File: config.mk
export PLATFORM = sky130hd
export DESIGN_NAME = c1dc_tree
export DESIGN_NICKNAME = d
export VERILOG_FILES = /design/src/rtl/centered_1d_convolution_top_macros.svh /design/src/rtl/c1dc_pkg.sv /design/src/rtl/c1dc_tree.sv
export SDC_FILE = /design/constraint.sdc
export NUM_CORES = 1
export LEC_CHECK = 0
export BUFFER_PORTS_ARGS = -buffer_cell sky130_fd_sc_hd__buf_2
export CORE_UTILIZATION = 40
export DETAILED_ROUTE_END_ITERATION = 7
export PLACE_DENSITY = 0.6
export SLEW_MARGIN = 20
export SYNTH_ARGS = -nofsm -noshare
export SYNTH_HDL_FRONTEND = slang
export SYNTH_SLANG_ARGS = --single-unit
File: constraint.sdc
create_clock -name clk -period 5.4 [get_ports clk]
set_clock_uncertainty 0.05 [all_clocks]
set_input_delay 1.62 -clock clk [delete_from_list [all_inputs] [get_ports clk]]
set_output_delay 1.62 -clock clk [all_outputs]
set_load 0.03 [all_outputs]
File: src/rtl/centered_1d_convolution_top_macros.svh
`ifndef CENTERED_1D_CONVOLUTION_TOP_MACROS_SVH
`define CENTERED_1D_CONVOLUTION_TOP_MACROS_SVH

// same-cycle implication
`define C1DC_ASSERT(lbl, ck, rst_n, ante, cons, msg) \
	lbl: assert property (@(posedge ck) disable iff (!rst_n) (ante) |-> (cons)) \
		else $error(msg);

// next-cycle implication
`define C1DC_ASSERT_NEXT(lbl, ck, rst_n, ante, cons, msg) \
	lbl: assert property (@(posedge ck) disable iff (!rst_n) (ante) |=> (cons)) \
		else $error(msg);

`endif

File: src/rtl/c1dc_pkg.sv
package c1dc_pkg;

	localparam int MAX_TAPS_DEF    = 7;
	localparam int SAMPLE_BITS_DEF = 16;
	localparam int NUM_COEFS       = 7;
	localparam int COEF_BITS       = 16;
	localparam int LEN_BITS        = 3;
	localparam int AHEAD_BITS      = 2;
	localparam int VALUE_BITS      = 34;
	localparam int OUT_TDATA_BITS  = ((VALUE_BITS + 7) / 8) * 8;
	localparam int CFG_IDX_BITS    = 3;
	localparam int CFG_DATA_BITS   = 16;

	typedef enum logic [CFG_IDX_BITS-1:0] {
		REG_COEF_0      = 3'd0,
		REG_COEF_1      = 3'd1,
		REG_COEF_2      = 3'd2,
		REG_COEF_3      = 3'd3,
		REG_COEF_4      = 3'd4,
		REG_COEF_5      = 3'd5,
		REG_COEF_6      = 3'd6,
		REG_MASK_LENGTH = 3'd7
	} cfg_reg_t;

	typedef struct packed {
		logic valid;
		logic clear;
	} push_t;

	typedef struct packed {
		logic valid;
		logic last;
	} tag_t;

	function automatic logic [LEN_BITS-1:0] taps_in_use(input logic [LEN_BITS-1:0] mask,
		input int max_taps);
		logic [LEN_BITS-1:0] len;
		len = (mask == '0) ? LEN_BITS'(1) : mask;
		if (int'(len) > max_taps)
			len = LEN_BITS'(max_taps);
		return len;
	endfunction

	function automatic logic [AHEAD_BITS-1:0] ahead_of(input logic [LEN_BITS-1:0] len);
		logic [LEN_BITS-1:0] a;
		a = len - LEN_BITS'(1) - (len >> 1);
		return a[AHEAD_BITS-1:0];
	endfunction

endpackage

File: src/rtl/c1dc_tree.sv
module c1dc_tree #(
	parameter int LEAVES = c1dc_pkg::MAX_TAPS_DEF
) (
	input  logic                                     clk,
	input  logic                                     arst_n,
	input  logic signed [c1dc_pkg::VALUE_BITS-1:0]   leaf [LEAVES],
	input  c1dc_pkg::tag_t                           tag_in,
	input  logic                                     out_ready,
	output logic                                     take,
	output logic signed [c1dc_pkg::VALUE_BITS-1:0]   root,
	output c1dc_pkg::tag_t                           tag_out
);
	import c1dc_pkg::*;

	localparam int LEVELS = (LEAVES < 2) ? 1 : $clog2(LEAVES);
	localparam int N      = 1 << LEVELS;

	logic signed [VALUE_BITS-1:0] leaf_w [N];
	logic signed [VALUE_BITS-1:0] node_q [1:N-1];
	tag_t                         tag_q  [0:LEVELS];
	logic                         en     [0:LEVELS];

	for (genvar i = 0; i < N; i++) begin : g_leaf
		if (i < LEAVES) begin : g_used
			assign leaf_w[i] = leaf[i];
		end else begin : g_pad
			assign leaf_w[i] = '0;
		end
	end

	always_comb begin
		en[LEVELS] = !tag_q[LEVELS].valid || out_ready;
		for (int l = LEVELS - 1; l >= 0; l--)
			en[l] = !tag_q[l].valid || en[l+1];
	end

	for (genvar l = 1; l <= LEVELS; l++) begin : g_lvl
		for (genvar i = (1 << (LEVELS - l)); i < (1 << (LEVELS - l + 1)); i++) begin : g_node
			if (l == 1) begin : g_bottom
				always_ff @(posedge clk) begin
					if (en[l])
						node_q[i] <= leaf_w[2*i-N] + leaf_w[2*i+1-N];
				end
			end else begin : g_upper
				always_ff @(posedge clk) begin
					if (en[l])
						node_q[i] <= node_q[2*i] + node_q[2*i+1];
				end
			end
		end
	end

	always_ff @(posedge clk or negedge arst_n) begin
		if (!arst_n) begin
			for (int l = 0; l <= LEVELS; l++)
				tag_q[l] <= '0;
		end else begin
			if (en[0])
				tag_q[0] <= tag_in;
			for (int l = 1; l <= LEVELS; l++)
				if (en[l])
					tag_q[l] <= tag_q[l-1];
		end
	end

	assign take    = en[0];
	assign root    = node_q[1];
	assign tag_out = tag_q[LEVELS];

endmodule

---- Word-level counts from Yosys, hierarchy flattened ----
Memories as Yosys holds them, arrays and structs flattened.
Cells that the tools add are included.
word-level totals
  flip-flop bits (word level) ............. 8
  output and inout bits ................... 37
  word-level logic and storage cells ...... 29
  bits in writable memories ............... 238
  bits of input ports ..................... 243
  memories kept ........................... 1
memory list
  name    words  bits a word  rd ports  clocked after Yosys merged registers in  wr ports  RTL line         text
  node_q  7      34           7         0                                        7         c1dc_tree.sv:19  logic signed [VALUE_BITS-1:0] node_q [1:N-1];
cells by class
  reduce and logical (&&, ||, !) cells .... 8
  muxes and demuxes ....................... 6
  $add $sub $neg .......................... 6
operators with widths
  cell              count
  $add 34x34->34    6
  $mux 1            6
  $logic_not 1->1   4
  $logic_or 1x1->1  4

---- Longest topological paths before layout ----
Gate-level depths: netlist of run 1.
  word-level depth ........................ 6
  mapped depth ............................ 12
  depth with buffers taken out ............ 12

---- Least setup slack after synthesis of run 1 ----
OpenSTA, ideal clock, no wires.
  kind .................................... input-to-reg
  start ................................... input out_ready
  end ..................................... register tag_q[4] (netlist name)
  slack ................................... -1.211 ns
  path buffers ............................ 0
  setup time .............................. 0.149 ns
  data required time ...................... 5.201 ns
  arrival ................................. 6.412 ns
  cell stages on the path ................. 3
  path through ............................ nor2b_1 nand3_1 mux2_2
RTL lines
  what                            RTL line         text
  start: declaration              c1dc_tree.sv:8   input logic out_ready,
  end signal: indexed assignment  c1dc_tree.sv:62  tag_q[l] <= tag_q[l-1];
  end: declaration                c1dc_tree.sv:20  tag_t tag_q [0:LEVELS];

---- Worst setup path after layout of run 1 ----
  start ................................... input out_ready
  end ..................................... output take
between the ends
  cells in the longest elaborated chain, start to end .. 4
ends and longest elaborated chain
  what                           RTL line         text
  $logic_or 1x1->1               c1dc_tree.sv:32  en[LEVELS] = !tag_q[LEVELS].valid || out_ready;
  $logic_or 1x1->1 (3 in a row)  c1dc_tree.sv:34  en[l] = !tag_q[l].valid || en[l+1];
  end: declaration               c1dc_tree.sv:9   output logic take,
No other way between the ends.

==> flow_summary.html, run 1 <==
<table>
<tr><th>Metric</th><th>Value</th></tr>
<tr><th colspan="2">Critical path</th></tr>
<tr><td>Crit path required time</td><td>3.73 ns</td></tr>
<tr><td>Dominant delay contributor by cell family on the critical path</td><td>simple AND/OR/NAND/NOR gates</td></tr>
<tr><td>Critical-path top delay cell</td><td>sky130_fd_sc_hd__nor2b_1</td></tr>
<tr><td>Critical path's most frequent cell</td><td>sky130_fd_sc_hd__buf_2</td></tr>
<tr><td>Buf+Inv Stages, Crit Path</td><td>2</td></tr>
<tr><td>Number of cells on the critical path</td><td>4</td></tr>
<tr><td>Max Fanout on Critical Path</td><td>6</td></tr>
<tr><td>Kind of start point of the critical path</td><td>input port</td></tr>
<tr><td>Kind of critical path</td><td>input port to output pin</td></tr>
<tr><td>Setup crit end kind</td><td>output pin</td></tr>
<tr><td>Cell depth of the worst flop-to-flop path</td><td>12</td></tr>
<tr><td>Ordered list of cells on the worst path</td><td>buf_2, nor2b_1, nand4_1, buf_2</td></tr>
<tr><td>Critical path data arrival time</td><td>2.66 ns</td></tr>
<tr><td>Worst stage delay on the critical path</td><td>0.42 ns</td></tr>
<tr><th colspan="2">Pwr</th></tr>
<tr><td>Total power after layout</td><td>10.2 mW</td></tr>
<tr><td>Worst supply voltage drop on vdd</td><td>0.252 mV</td></tr>
<tr><td>Lkg Pwr</td><td>8.90 nW</td></tr>
<tr><td>Power per cell area</td><td>501 nW/um^2</td></tr>
<tr><th colspan="2">Yosys</th></tr>
<tr><td>Proportion of netlist area held by the largest area contributor</td><td>0.414</td></tr>
<tr><td>Most frequent cell after synthesis</td><td>sky130_fd_sc_hd__edfxtp_1</td></tr>
<tr><td>Main combinational cell family by area after synthesis</td><td>compound AO/OA/AOI/OAI gates</td></tr>
<tr><td>Most instantiated flip-flop cell in the synthesis netlist</td><td>sky130_fd_sc_hd__edfxtp_1</td></tr>
<tr><td>Simple logic cell fraction of the synthesized area</td><td>0.0943</td></tr>
<tr><td>EDFF count, synth</td><td>238</td></tr>
<tr><td>Area of the mapped netlist</td><td>17300 um^2</td></tr>
<tr><td>Adder and majority gate portion of the synthesized area</td><td>0.150</td></tr>
<tr><td>Yosys warnings</td><td>0</td></tr>
<tr><td>Area leader, netlist</td><td>sky130_fd_sc_hd__edfxtp_1</td></tr>
<tr><td>Count of unique library cells instantiated by Yosys</td><td>72</td></tr>
<tr><td>Flip-flop and latch count after synthesis</td><td>246</td></tr>
<tr><td>Sequential element share of the synthesized area</td><td>0.426</td></tr>
<tr><td>Share of cell area taken by muxes after synthesis</td><td>0.00319</td></tr>
<tr><td>Share of synthesized flip-flops with an asynchronous set or reset</td><td>0.0325</td></tr>
<tr><td>Syn avg cell area</td><td>10.6 um^2</td></tr>
<tr><td>Xor and xnor area share after synthesis</td><td>0.0929</td></tr>
<tr><td>Fraction of the mapped netlist area in compound gates</td><td>0.216</td></tr>
<tr><td>Post-synth net total</td><td>2071</td></tr>
<tr><td>Syn Inst Count</td><td>1624</td></tr>
<tr><td>Leading post-synthesis cells by instance count</td><td>238 x sky130_fd_sc_hd__edfxtp_1, 198 x sky130_fd_sc_hd__ha_1, 180 x sky130_fd_sc_hd__a21oi_1</td></tr>
<tr><td>Largest cells by area after synthesis</td><td>sky130_fd_sc_hd__edfxtp_1 41%, sky130_fd_sc_hd__ha_1 14%, sky130_fd_sc_hd__xnor2_1 6.5%</td></tr>
<tr><th colspan="2">Timing</th></tr>
<tr><td>Post-route setup TNS</td><td>0 ns</td></tr>
<tr><td>Hold slack final</td><td>0.444 ns</td></tr>
<tr><td>Worst max-slew margin expressed relative to the limit</td><td>0.345</td></tr>
<tr><td>Actual slew at the worst max-slew pin</td><td>0.979 ns</td></tr>
<tr><td>Final setup violation count</td><td>0</td></tr>
<tr><td>Highest Clock Rate</td><td>231 MHz</td></tr>
<tr><td>Number of slew-limit violations in the final report</td><td>0</td></tr>
<tr><td>RSZ-0062 raised after global routing</td><td>false</td></tr>
<tr><td>Final period utilization</td><td>0.802</td></tr>
<tr><td>Min Clock Period, post-route</td><td>4.33 ns</td></tr>
<tr><td>Number of endpoints with negative hold slack in the final report</td><td>0</td></tr>
<tr><th colspan="2">Floorplanning</th></tr>
<tr><td>FP Rows</td><td>75</td></tr>
<tr><td>Die width</td><td>210 um</td></tr>
<tr><td>Core box area</td><td>42200 um^2</td></tr>
<tr><td>Count of boundary I/O pins</td><td>280</td></tr>
<tr><td>Effective utilization at floorplan</td><td>0.409</td></tr>
<tr><td>Die ar.</td><td>44000 um^2</td></tr>
<tr><td>Overall die height</td><td>210 um</td></tr>
<tr><th colspan="2">Clock network</th></tr>
<tr><td>Number of sinks handled by clock tree synthesis</td><td>246</td></tr>
<tr><td>Cells resized by post-CTS repair</td><td>0</td></tr>
<tr><td>Number of buffers added to fix hold violations after cts</td><td>0</td></tr>
<tr><td>Root buffer cell</td><td>sky130_fd_sc_hd__clkbuf_16</td></tr>
<tr><td>Clock transition at the registers of the reported paths</td><td>0.06 ns</td></tr>
<tr><td>Number of buffers added by the clock tree synthesis step</td><td>29</td></tr>
<tr><td>Buffer levels on the longest clock path</td><td>3</td></tr>
<tr><td>Clock insertion delay at the later pin of the skew report</td><td>0.56 ns</td></tr>
<tr><td>Post-CTS setup buffer count</td><td>0</td></tr>
<tr><td>Htree depth</td><td>1</td></tr>
<tr><td>CTS tree</td><td>yes</td></tr>
<tr><th colspan="2">Flow run</th></tr>
<tr><td>Count of maximum capacitance violations</td><td>0</td></tr>
<tr><th colspan="2">Global routing</th></tr>
<tr><td>Number of antenna violations at the first check in global routing</td><td>2</td></tr>
<tr><td>Wire length of the first global-routing pass</td><td>65700 um</td></tr>
<tr><td>Total Routing Usage GR</td><td>0.187</td></tr>
<tr><td>Total congestion overflow after global routing</td><td>0</td></tr>
<tr><td>Pin count of the biggest net entering global routing</td><td>70</td></tr>
<tr><td>Vias in the first global route</td><td>13091</td></tr>
<tr><th colspan="2">Place</th></tr>
<tr><td>Total cell area at the placement stage</td><td>19300 um^2</td></tr>
<tr><td>Final RePlAce weighted congestion</td><td>0.884</td></tr>
<tr><td>Final HPWL from detailed placement</td><td>34200 um</td></tr>
<tr><td>Number of buffers inserted by port buffering</td><td>279</td></tr>
<tr><th colspan="2">Drt</th></tr>
<tr><td>WL per Instance</td><td>16.8 um</td></tr>
<tr><td>Count of vias placed by the detailed router</td><td>13216</td></tr>
<tr><td>DRC violation count after routing</td><td>0</td></tr>
<tr><td>DR pass1 iterations</td><td>5</td></tr>
<tr><td>Remaining antenna violation count</td><td>0</td></tr>
<tr><td>Number of vias per cell</td><td>5.32</td></tr>
<tr><td>Count of routing violations after the opening detailed-route iteration</td><td>740</td></tr>
<tr><td>Final wirelength</td><td>41700 um</td></tr>
<tr><th colspan="2">Cells and area</th></tr>
<tr><td>Multi-input combinational cell area</td><td>9630 um^2</td></tr>
<tr><td>Layout fillers</td><td>3901</td></tr>
<tr><td>Fraction of final layout cells with drive strength greater than 1</td><td>0.185</td></tr>
<tr><td>Number of nets at the end of the flow</td><td>2369</td></tr>
<tr><td>Synthesis-to-finish area growth</td><td>17.5%</td></tr>
<tr><td>Core utilization of the finished layout</td><td>0.480</td></tr>
<tr><td>Post-route standard cell area excluding fillers</td><td>20300 um^2</td></tr>
<tr><td>Storage cell area</td><td>7350 um^2</td></tr>
<tr><th colspan="2">Min path</th></tr>
<tr><td>Type of the worst min-delay path</td><td>flip-flop to flip-flop</td></tr>
<tr><td>Worst hold path stage count</td><td>1</td></tr>
<tr><th colspan="2">Status</th></tr>
<tr><td>Result of the run</td><td>complete, no violations</td></tr>
</table>
## routing by layer
metal | wire length, um | up-vias | GRT usage
met5 | 0 | - | 0
met3 | 1920 | 73 | 0.0220
met4 | 1240 | 0 | 0.0685
met1 | 19000 | 6027 | 0.243
li1 | - | 6782 | -
met2 | 19500 | 334 | 0.320
## logic make-up (layout without fill, tap and decap cells)
family / Yosys count / after routing
other: 0 / 2
xor gates and xnor gates: 183 / 183
and+or+nand+nor: 329 / 329
muxes: 5 / 5
DFF: 246 / 246
adders and majority gates: 204 / 204
AOI/OAI and AO/OA: 578 / 578
buffers and inverters: 79 / 398
## placed cells by master (no fill, tap or decap), types with 15 or more instances in the layout
cell / netlist / routed
sky130_fd_sc_hd__nor2b_1: 27 / 27
sky130_fd_sc_hd__o21bai_1: 26 / 26
sky130_fd_sc_hd__o21ai_0: 104 / 104
sky130_fd_sc_hd__nand3_1: 33 / 32
sky130_fd_sc_hd__nand2b_1: 22 / 22
sky130_fd_sc_hd__xor2_1: 55 / 55
sky130_fd_sc_hd__buf_2: 0 / 279
sky130_fd_sc_hd__a21oi_1: 180 / 180
sky130_fd_sc_hd__a31oi_1: 24 / 24
sky130_fd_sc_hd__a21o_1: 104 / 104
sky130_fd_sc_hd__edfxtp_1: 238 / 238
sky130_fd_sc_hd__xnor2_1: 128 / 128
sky130_fd_sc_hd__and3_1: 25 / 25
sky130_fd_sc_hd__a211oi_1: 15 / 15
sky130_fd_sc_hd__nor2_1: 67 / 67
sky130_fd_sc_hd__o21a_1: 22 / 22
sky130_fd_sc_hd__nand4_1: 16 / 16
sky130_fd_sc_hd__ha_1: 198 / 198
sky130_fd_sc_hd__inv_1: 61 / 61
sky130_fd_sc_hd__nand2_1: 90 / 89
sky130_fd_sc_hd__clkbuf_16: 0 / 29
## stage by stage
| stage | worst slack [ns] | std cells |
|---|---|---|
| finish | 1.07 | 2484 |
| global route | 0.983 | 2482 |
| CTS | 1.06 | 2482 |
| detailed placement | 0.778 | 2430 |
| global placement | 0.849 | 2430 |
| floorplan | 0.487 | 1624 |
## sequential cells by signal, summed over array words and instances (netlist names)
name     flops
tag_q        6
tag_out      2
node_q     238
## report_power, final
group / switching (mW) / internal (mW) / total, mW
Clock: 0.748 / 1.19 / 1.94
Combinational: 2.77 / 2.06 / 4.83
Sequential: 0.311 / 3.09 / 3.40
Total: 3.83 / 6.33 / 10.2
## cell type report
type	instances	share of cell area
multi-input cells	1299	0.474
flip-flops and latches	246	0.362
repair buffers	285	0.0717
clock buffers	37	0.0377
well taps	539	0.0332
inverters	61	0.0113
clock inverters	15	0.00913
diodes	2	0.000247
## final timing paths
check / start / endpoint / slack [ns]
worst max-delay path: out_ready / take / 1.07
worst max register to register: node_q[2][0] / node_q[1][32] / 2.01
max in group asynchronous: arst_n / tag_q[3] / 4.28
worst min register to register: tag_q[7] / tag_q[5] / 0.44
min in group asynchronous: arst_n / tag_out[1] / 0.85
worst min-delay path: tag_q[7] / tag_q[5] / 0.44
Note: power is estimated with default switching activity, not from simulation.
==> inputs of run 2 (changes only) <==
- clock period: 5.4 -> 3.48 ns (I/O delays scaled with it)
==> run 2 against run 1 <==
  * Via count increased by 2.5%
  * Combinational power increased by 60%
  * Largest cell class unchanged
  * First-iteration DRC count increased by 9.1%
  * Sequential share of layout area decreased by 1.2 points
==> flow_summary.html, run 2 (synthesis gave the netlist of run 1 again) <==
<table>
<tr><th>Metric</th><th>Value</th></tr>
<tr><th colspan="2">Status</th></tr>
<tr><td>Result of the run</td><td>complete, no violations</td></tr>
<tr><th colspan="2">Floorplanning</th></tr>
<tr><td>Core box area</td><td>42200 um^2</td></tr>
<tr><td>Die width</td><td>210 um</td></tr>
<tr><td>FP Rows</td><td>75</td></tr>
<tr><td>Effective utilization at floorplan</td><td>0.409</td></tr>
<tr><td>Die ar.</td><td>44000 um^2</td></tr>
<tr><td>Overall die height</td><td>210 um</td></tr>
<tr><td>Count of boundary I/O pins</td><td>280</td></tr>
<tr><th colspan="2">Drt</th></tr>
<tr><td>DR pass1 iterations</td><td>7</td></tr>
<tr><td>Remaining antenna violation count</td><td>0</td></tr>
<tr><td>Count of routing violations after the opening detailed-route iteration</td><td>807</td></tr>
<tr><td>Count of vias placed by the detailed router</td><td>13542</td></tr>
<tr><td>Number of vias per cell</td><td>5.24</td></tr>
<tr><td>WL per Instance</td><td>16.4 um</td></tr>
<tr><td>Final wirelength</td><td>42300 um</td></tr>
<tr><td>DRC violation count after routing</td><td>0</td></tr>
<tr><th colspan="2">Cells and area</th></tr>
<tr><td>Most frequent standard cell in the layout excluding fill and tap cells</td><td>sky130_fd_sc_hd__buf_2</td></tr>
<tr><td>Commonest cells after routing, fill and taps aside</td><td>279 x sky130_fd_sc_hd__buf_2, 238 x sky130_fd_sc_hd__edfxtp_1, 198 x sky130_fd_sc_hd__ha_1, 179 x sky130_fd_sc_hd__a21oi_1, 128 x sky130_fd_sc_hd__xnor2_1</td></tr>
<tr><td>Number of nets at the end of the flow</td><td>2467</td></tr>
<tr><td>Reg with most FFs</td><td>node_q</td></tr>
<tr><td>Synthesis-to-finish area growth</td><td>21.6%</td></tr>
<tr><td>Non-filler cells in the finished layout</td><td>2582</td></tr>
<tr><td>Multi-input combinational cell area</td><td>9640 um^2</td></tr>
<tr><td>Storage cell area</td><td>7350 um^2</td></tr>
<tr><td>Number of flip-flops in the largest register</td><td>238</td></tr>
<tr><td>Layout fillers</td><td>3926</td></tr>
<tr><td>Fraction of final layout cells with drive strength greater than 1</td><td>0.224</td></tr>
<tr><th colspan="2">Global routing</th></tr>
<tr><td>Number of antenna violations at the first check in global routing</td><td>6</td></tr>
<tr><td>Wire length of the first global-routing pass</td><td>67000 um</td></tr>
<tr><td>Pin count of the biggest net entering global routing</td><td>69</td></tr>
<tr><td>Total Routing Usage GR</td><td>0.191</td></tr>
<tr><td>Vias in the first global route</td><td>13580</td></tr>
<tr><td>Total congestion overflow after global routing</td><td>0</td></tr>
<tr><th colspan="2">Flow run</th></tr>
<tr><td>Count of maximum capacitance violations</td><td>0</td></tr>
<tr><th colspan="2">Timing</th></tr>
<tr><td>RSZ-0062 raised after global routing</td><td>false</td></tr>
<tr><td>Highest Clock Rate</td><td>309 MHz</td></tr>
<tr><td>Actual slew at the worst max-slew pin</td><td>0.592 ns</td></tr>
<tr><td>Hold slack final</td><td>0.270 ns</td></tr>
<tr><td>Final period utilization</td><td>0.929</td></tr>
<tr><td>Worst max-slew margin expressed relative to the limit</td><td>0.601</td></tr>
<tr><td>Number of endpoints with negative hold slack in the final report</td><td>0</td></tr>
<tr><td>Number of slew-limit violations in the final report</td><td>0</td></tr>
<tr><td>Min Clock Period, post-route</td><td>3.23 ns</td></tr>
<tr><td>Final setup violation count</td><td>0</td></tr>
<tr><th colspan="2">Critical path</th></tr>
<tr><td>Crit path required time</td><td>3.73 ns</td></tr>
<tr><td>Kind of start point of the critical path</td><td>flip-flop</td></tr>
<tr><td>Kind of critical path</td><td>flip-flop to flip-flop</td></tr>
<tr><td>Critical path data arrival time</td><td>3.49 ns</td></tr>
<tr><td>Setup slack, reg-to-reg</td><td>0.25 ns</td></tr>
<tr><td>Max Fanout on Critical Path</td><td>5</td></tr>
<tr><td>Setup crit end kind</td><td>flip-flop</td></tr>
<tr><th colspan="2">Clock network</th></tr>
<tr><td>Number of sinks handled by clock tree synthesis</td><td>246</td></tr>
<tr><td>Buffer levels on the longest clock path</td><td>3</td></tr>
<tr><td>Number of buffers added to fix hold violations after cts</td><td>0</td></tr>
<tr><td>Clock insertion delay at the later pin of the skew report</td><td>0.55 ns</td></tr>
<tr><td>Root buffer cell</td><td>sky130_fd_sc_hd__clkbuf_16</td></tr>
<tr><td>Clock transition at the registers of the reported paths</td><td>0.06 ns</td></tr>
<tr><td>CTS tree</td><td>yes</td></tr>
<tr><td>Number of buffers added by the clock tree synthesis step</td><td>28</td></tr>
<tr><td>Htree depth</td><td>1</td></tr>
<tr><td>Post-CTS setup buffer count</td><td>0</td></tr>
<tr><th colspan="2">Min path</th></tr>
<tr><td>Type of the worst min-delay path</td><td>input port to async pin</td></tr>
<tr><th colspan="2">Pwr</th></tr>
<tr><td>Switching share of power</td><td>0.378</td></tr>
<tr><td>Internal Dissipation</td><td>9.81 mW</td></tr>
<tr><td>Relative contribution of sequential cells to total power</td><td>0.334</td></tr>
<tr><td>Power per cell area</td><td>752 nW/um^2</td></tr>
<tr><td>Clock power share</td><td>0.178</td></tr>
<tr><td>Sw Pwr</td><td>5.97 mW</td></tr>
<tr><td>Worst supply voltage drop on vdd</td><td>0.345 mV</td></tr>
<tr><td>Combinational share of power</td><td>0.488</td></tr>
<tr><td>Lkg Pwr</td><td>9.36 nW</td></tr>
<tr><th colspan="2">Place</th></tr>
<tr><td>Final RePlAce weighted congestion</td><td>0.881</td></tr>
<tr><td>Number of buffers inserted by port buffering</td><td>279</td></tr>
<tr><td>Final HPWL from detailed placement</td><td>35000 um</td></tr>
<tr><td>Cell count after placement</td><td>2529</td></tr>
</table>
## run 2: final timing paths
kind / startpoint / endpoint / depth (start not counted)
hold / removal: arst_n / tag_out[1] / 1
setup reg to reg: node_q[2][14] / node_q[1][33] / 9
hold reg to reg: tag_q[7] / tag_q[5] / 1
max in group asynchronous: arst_n / tag_q[3] / 1
min in group clk: tag_q[7] / tag_q[5] / 1
setup / recovery: node_q[2][14] / node_q[1][33] / 9
## run 2: what timing repair did
item,CTS,global route
endpoints found under the setup margin,0,6
gates resized for setup,0,4
endpoints found under the hold margin,0,0
## run 2: worst max-delay path, cell delays in order (launching register included)
cell                        delay, ns
sky130_fd_sc_hd__edfxtp_1        0.41
sky130_fd_sc_hd__ha_1            0.35
sky130_fd_sc_hd__a21o_1          0.21
sky130_fd_sc_hd__a21o_1          0.18
sky130_fd_sc_hd__a2111oi_0       0.44
sky130_fd_sc_hd__a21oi_1         0.20
sky130_fd_sc_hd__a31o_2          0.29
sky130_fd_sc_hd__a311oi_1        0.51
sky130_fd_sc_hd__o21ai_1         0.18
sky130_fd_sc_hd__xnor2_1         0.15
## run 2: area by class of cell
type / count / area share
Inverter: 61 / 0.0109
Clock buffer: 37 / 0.0360
Tap cell: 539 / 0.0321
Clock inverter: 13 / 0.00572
Antenna cell: 3 / 0.000358
Sequential cell: 246 / 0.350
Timing Repair Buffer: 384 / 0.105
Multi-Input combinational cell: 1299 / 0.459
## run 2: power groups by stage
stage | sequential (mW) | clock, mW | combinational, mW
4_1_cts | 5.27 | 2.90 | 7.71
6_report | 5.27 | 2.81 | 7.71
3_5_place_dp | 5.32 | 0 | 7.67
3_3_place_gp | 5.31 | 0 | 7.58
5_1_grt | 5.36 | 3.02 | 8.58
2_1_floorplan | 5.51 | 0 | 5.43
## run 2: per-layer routing
metal | vias up | share of wire | routed length, um | track usage
li1 | 6964 | - | - | -
met1 | 6210 | 0.45 | 19100 | 0.246
met2 | 298 | 0.48 | 20100 | 0.325
met3 | 66 | 0.046 | 1960 | 0.0317
met4 | 4 | 0.025 | 1070 | 0.0617
met5 | - | 0.00054 | 23 | 0
## run 2: per-stage QoR
| stage | total power, mW | setup slack [ns] | utilization | cell area [um^2] | TNS, ns |
|---|---|---|---|---|---|
| CTS | 15.9 | 0.182 | 0.497 | 21000 | 0 |
| detailed placement | 13.0 | -0.403 | 0.476 | 20100 | -8.92 |
| global placement | 12.9 | -0.327 | 0.476 | 20100 | -7.32 |
| floorplan | 10.9 | -0.0531 | - | 17300 | -0.0531 |
| finish | 15.8 | 0.246 | 0.497 | 21000 | 0 |
| global route | 17.0 | 0.00396 | 0.497 | 21000 | 0 |
